==> src/lzw_byte_compressor_defines.svh <==
// Assertion macros shared by the LZW compressor RTL.
// Depends on nothing; included by the top level only.
`ifndef LZW_BYTE_COMPRESSOR_DEFINES_SVH
`define LZW_BYTE_COMPRESSOR_DEFINES_SVH

// Same-cycle implication, checked outside reset.
`define LBC_ASSERT_IMPL(lbl, clk, rst_n, ante, cons, msg) \
    lbl: assert property (@(posedge clk) disable iff (!rst_n) (ante) |-> (cons)) \
        else $error(msg);

// Next-cycle implication, checked outside reset.
`define LBC_ASSERT_NEXT(lbl, clk, rst_n, ante, cons, msg) \
    lbl: assert property (@(posedge clk) disable iff (!rst_n) (ante) |=> (cons)) \
        else $error(msg);

`endif

==> src/lbc_pkg.sv <==
// Types and constants of the LZW byte compressor.
// No dependencies; imported by every module of the block.
package lbc_pkg;

    localparam int DICT_CODES = 4096;
    // Slot count must be a power of two: the hash and probe index wrap by masking.
    localparam int HASH_SLOTS = 8192;

    localparam int BYTE_W = 8;
    localparam int OUT_W  = 12;
    localparam int CODE_W = $clog2(DICT_CODES);
    localparam int NF_W   = CODE_W + 1;
    localparam int KEY_W  = CODE_W + BYTE_W;
    localparam int SLOT_W = $clog2(HASH_SLOTS);
    localparam int EP_W   = 8;

    localparam int FIRST_CODE = 256;
    localparam logic [NF_W-1:0] NF_FIRST = NF_W'(FIRST_CODE);
    localparam logic [NF_W-1:0] NF_LIMIT = NF_W'(DICT_CODES);
    localparam logic [31:0]     HASH_MULT = 32'h9E37_79B1;
    localparam logic [EP_W-1:0] EP_FIRST  = EP_W'(1);
    localparam logic [EP_W-1:0] EP_CLEAR  = '0;

    typedef struct packed {
        logic [BYTE_W-1:0] data_byte;
        logic              end_of_stream;
    } t_in_item;

    typedef struct packed {
        logic [OUT_W-1:0] code_word;
        logic             final_code;
    } t_out_item;

    typedef struct packed {
        logic [EP_W-1:0]   epoch;
        logic [KEY_W-1:0]  key;
        logic [CODE_W-1:0] code;
    } t_dict_entry;

    typedef enum logic [2:0] {
        S_CLEAR,
        S_IDLE,
        S_HASH,
        S_PROBE,
        S_EMIT_MISS,
        S_EMIT_LAST
    } t_state;

    typedef struct packed {
        logic accept;       // take the input beat
        logic hash;         // fold hash, read home slot
        logic probe_next;   // collision: read next slot
        logic hit_load;     // prefix becomes matched code
        logic miss;         // insert pair if room
        logic emit;         // load output register with prefix
        logic emit_final;
        logic restart;      // prefix becomes the byte
        logic end_stream;   // drop prefix, new epoch
        logic clear_write;  // clearing pass write
    } t_ctrl_cmd;

    typedef struct packed {
        logic prefix_valid;
        logic in_last;      // end flag of the offered input beat
        logic last;         // end flag of the held byte
        logic hit;
        logic empty;
        logic probe_full;
        logic out_free;
        logic epoch_wrap;
        logic clr_done;
    } t_dp_status;

endpackage

==> src/lbc_ctrl.sv <==
// Sequencer of the LZW compressor: accept, hash, probe, emit, clear.
// Depends on lbc_pkg; drives the datapath through t_ctrl_cmd.
module lbc_ctrl
    import lbc_pkg::*;
(
    input  logic       i_clk,
    input  logic       i_rst_n,
    input  logic       i_in_valid,
    output logic       o_in_ready,
    input  t_dp_status i_status,
    output t_ctrl_cmd  o_cmd
);

    t_state r_state;
    t_state n_state;

    always_ff @(posedge i_clk) begin
        if (!i_rst_n) begin
            r_state <= S_CLEAR;
        end else begin
            r_state <= n_state;
        end
    end

    always_comb begin
        n_state    = r_state;
        o_cmd      = '0;
        o_in_ready = 1'b0;
        unique case (r_state)
            S_CLEAR: begin
                o_cmd.clear_write = 1'b1;
                if (i_status.clr_done) begin
                    n_state = S_IDLE;
                end
            end
            S_IDLE: begin
                o_in_ready = 1'b1;
                if (i_in_valid) begin
                    o_cmd.accept = 1'b1;
                    if (i_status.prefix_valid) begin
                        n_state = S_HASH;
                    end else if (i_status.in_last) begin
                        n_state = S_EMIT_LAST;
                    end
                end
            end
            S_HASH: begin
                o_cmd.hash = 1'b1;
                n_state    = S_PROBE;
            end
            S_PROBE: begin
                if (i_status.hit) begin
                    o_cmd.hit_load = 1'b1;
                    n_state = i_status.last ? S_EMIT_LAST : S_IDLE;
                end else if (i_status.empty || i_status.probe_full) begin
                    o_cmd.miss = 1'b1;
                    n_state    = S_EMIT_MISS;
                end else begin
                    o_cmd.probe_next = 1'b1;
                end
            end
            S_EMIT_MISS: begin
                if (i_status.out_free) begin
                    o_cmd.emit    = 1'b1;
                    o_cmd.restart = 1'b1;
                    n_state = i_status.last ? S_EMIT_LAST : S_IDLE;
                end
            end
            S_EMIT_LAST: begin
                if (i_status.out_free) begin
                    o_cmd.emit       = 1'b1;
                    o_cmd.emit_final = 1'b1;
                    o_cmd.end_stream = 1'b1;
                    n_state = i_status.epoch_wrap ? S_CLEAR : S_IDLE;
                end
            end
            default: begin
                n_state = S_CLEAR;
            end
        endcase
    end

endmodule

==> config.mk <==
export PLATFORM = sky130hd
export DESIGN_NAME = lbc_ctrl
export DESIGN_NICKNAME = d
export VERILOG_FILES = /design/src/lzw_byte_compressor_defines.svh /design/src/lbc_pkg.sv /design/src/lbc_ctrl.sv
export SDC_FILE = /design/constraint.sdc
export NUM_CORES = 1
export LEC_CHECK = 0
export ABC_AREA = 0
export BUFFER_PORTS_ARGS = -buffer_cell sky130_fd_sc_hd__buf_4
export CAP_MARGIN = 20
export CORE_AREA = 2 2 39 41
export DETAILED_ROUTE_END_ITERATION = 6
export DIE_AREA = 0 0 41 43
export PLACE_DENSITY_LB_ADDON = 0.1
export SYNTH_ARGS = -nofsm -noshare
export SYNTH_HDL_FRONTEND = slang
export SYNTH_SLANG_ARGS = --single-unit
==> constraint.sdc <==
create_clock -name i_clk -period 1.4 [get_ports i_clk]
set_input_delay 0.07 -clock i_clk [delete_from_list [all_inputs] [get_ports i_clk]]
set_output_delay 0.07 -clock i_clk [all_outputs]
set_load 0.005 [all_outputs]
==> flow_summary.ini <==
[power_and_ir_drop]
total_power_w = 0.000551
p_leak_nw = 0.256
ir_worst_vdd_uv = 284
powerDensity_mw_per_mm2 = 992

[timing]
setup_slack_ps = 105
period_share_pct = 92.5
finalSetupTns_ps = 0
tightest_slew_ps = 242
setup_viol = 0
skew_ps = 4.54
rsz0062_at_grt = false
hold_viol_final = 0
slew_headroom_pct = 83.7
drv_slew = 0
fmax_mhz = 772
post-route-min-period_ps = 1290

[place]
hpwl_um = 786
place_ws_ps = 8.95
portBuffers = 22
place.gp.congestion = 0.745
place_inst = 83

[clocking]
htreeDepth = 1
numCtsBuffers = 3
clock_latency_ps = 230
cts_tree = done
hold_buffers = 0
clock_path_buffers = 2
cts.sinks = 3
path_clk_slew_ps = 40
post_cts_buffers = 0
cts_root_buf = clkbuf_4

[final_layout]
syn_to_final_growth_pct = 66.3
nNetsFinal = 84
largest_register_ffs = 3
layout_commonest_cell = buf_4
regMostFlops = r_state
drive_gt1_share_pct = 47.9
final_cell_mix = buf_4 (26), nor2_1 (5), inv_1 (4), nand2_1 (4)
antennaDiodeCount = 0
instances_no_fill = 87
reg_top3 = r_state (3)
fillers = 161

[synthesis]
yosysUniqueCellTypes = 22
ys_seq_elements = 3
synthCells = 45
yosysSeqAreaShare_pct = 18.0
synth_nets = 57
synth_area_sq_um = 334
syn_area_per_cell_sq_um = 7.42
ys_warn_count = 0

[setup_path]
arrival_ps = 1220
cp-start-kind = flip-flop
cp.buffers_inverters = 2
slowest_delay_ps = 390
end_kind = primary output
crit_type = flip-flop to primary output
path_max_fanout = 9
cp_slowest_cell = dfxtp_4
cpLargestDelayFamily = flip-flops
path_cells = inv_1 -> and3_1 -> and2_1 -> buf_4
required_ps = 1330

[routing]
drt-total-wl_um = 955
route.detailed.drc = 0
drtIter0Drc = 9
vias = 419
dr.pass1.iters = 4
via_per_inst = 4.82
postRouteAntennaNets = 0
wl_per_cell_um = 11.0

[floorplanning]
fp.dieH_um = 43
die_area_sq_mm = 0.00176
rows = 14
io-pin-count = 23
core_sq_mm = 0.00138
start_util_pct = 24.1
dieWidth_um = 41

[grt]
antenna_found_initial = 0
globalRouteOverflowTotal = 0
gr-usage-all-layers_pct = 12.3
grt_pass1_vias = 370
grt_pass1_wl_um = 1480
grt_max_degree = 10

[hold_path]
hp-class = input pin to flip-flop

[job]
drv_cap = 0

[status]
outcome = complete, no violations
## cells by family after synthesis
logic type,Yosys count,share of synthesized area [%]
simple gates,20,36.7
buf+inv,8,12.7
mux,2,5.99
compound gates,12,26.6
flops,3,18.0
## power breakdown
part	leakage, nW	internal [W]	switching, W
clock network	0.0150	0.000107	0.0000467
logic	0.215	0.000146	0.000114
registers	0.0259	0.000106	0.0000316
total	0.256	0.000359	0.000192
## path summary, 6_finish.rpt
| path | startpoint | end | slack, ps | cells past startpoint |
|---|---|---|---|---|
| worst max-delay path | r_state[1]$_SDFFE_PN0P_ | o_cmd[1] | 110 | 4 |
| worst min-delay path | i_rst_n | r_state[1]$_SDFFE_PN0P_ | 70 | 2 |
| worst max register to register | r_state[2]$_SDFFE_PN0P_ | r_state[2]$_SDFFE_PN0P_ | 110 | 4 |
| worst min register to register | r_state[2]$_SDFFE_PN0P_ | r_state[2]$_SDFFE_PN0P_ | 550 | 2 |
## metal layers
layer,wire [um],vias up,track usage (%)
li1,-,208,-
met1,407,187,17.9
met2,433,24,16.9
met3,113,0,3.66
met4,0,0,4.00
met5,0,-,0
## metrics by stage
| stage | utilization (%) | area [sq um] | hold slack, ps |
|---|---|---|---|
| 5_1_grt | 40.1 | 556 | 78.2 |
| 3_5_place_dp | 37.7 | 522 | 306 |
| 3_3_place_gp | 37.7 | 522 | 306 |
| 2_1_floorplan | - | 334 | 166 |
| 6_report | 40.1 | 556 | 70.4 |
| 4_1_cts | 39.8 | 551 | 61.3 |
## final cells by class
cell class | count | area (sq um) | area share [%]
repair buffers | 26 | 195 | 35.1
flip-flops and latches | 3 | 67.6 | 12.2
inverters | 4 | 15.0 | 2.70
well taps | 16 | 20.0 | 3.60
clock buffers | 4 | 26.3 | 4.73
multi-input cells | 34 | 231 | 41.7
## cell usage after synthesis
master | instances | area, sq um
nor3_1 | 2 | 10.0
inv_1 | 4 | 15.0
o31ai_1 | 2 | 15.0
buf_2 | 1 | 5.00
a221o_1 | 1 | 10.0
nand2_1 | 4 | 15.0
dfxtp_1 | 3 | 60.1
and3_1 | 1 | 6.26
mux2i_1 | 2 | 20.0
and2_1 | 3 | 18.8
o21a_1 | 1 | 7.51
o221ai_1 | 1 | 8.76
buf_4 | 3 | 22.5
nor2_1 | 5 | 18.8
nor4_4 | 1 | 21.3
nand2b_4 | 1 | 13.8
a221oi_2 | 1 | 15.0
a21oi_1 | 3 | 15.0
o21ai_0 | 2 | 10.0
nand4_1 | 1 | 6.26
a21boi_0 | 1 | 7.51
nand2b_1 | 2 | 12.5
## timing repair
| item | in CTS | in global routing |
|---|---|---|
| pin swaps | 0 | 0 |
| setup endpoints to repair | 5 | 4 |
| resized for setup | 2 | 2 |
(Power assumes the default switching activity.)
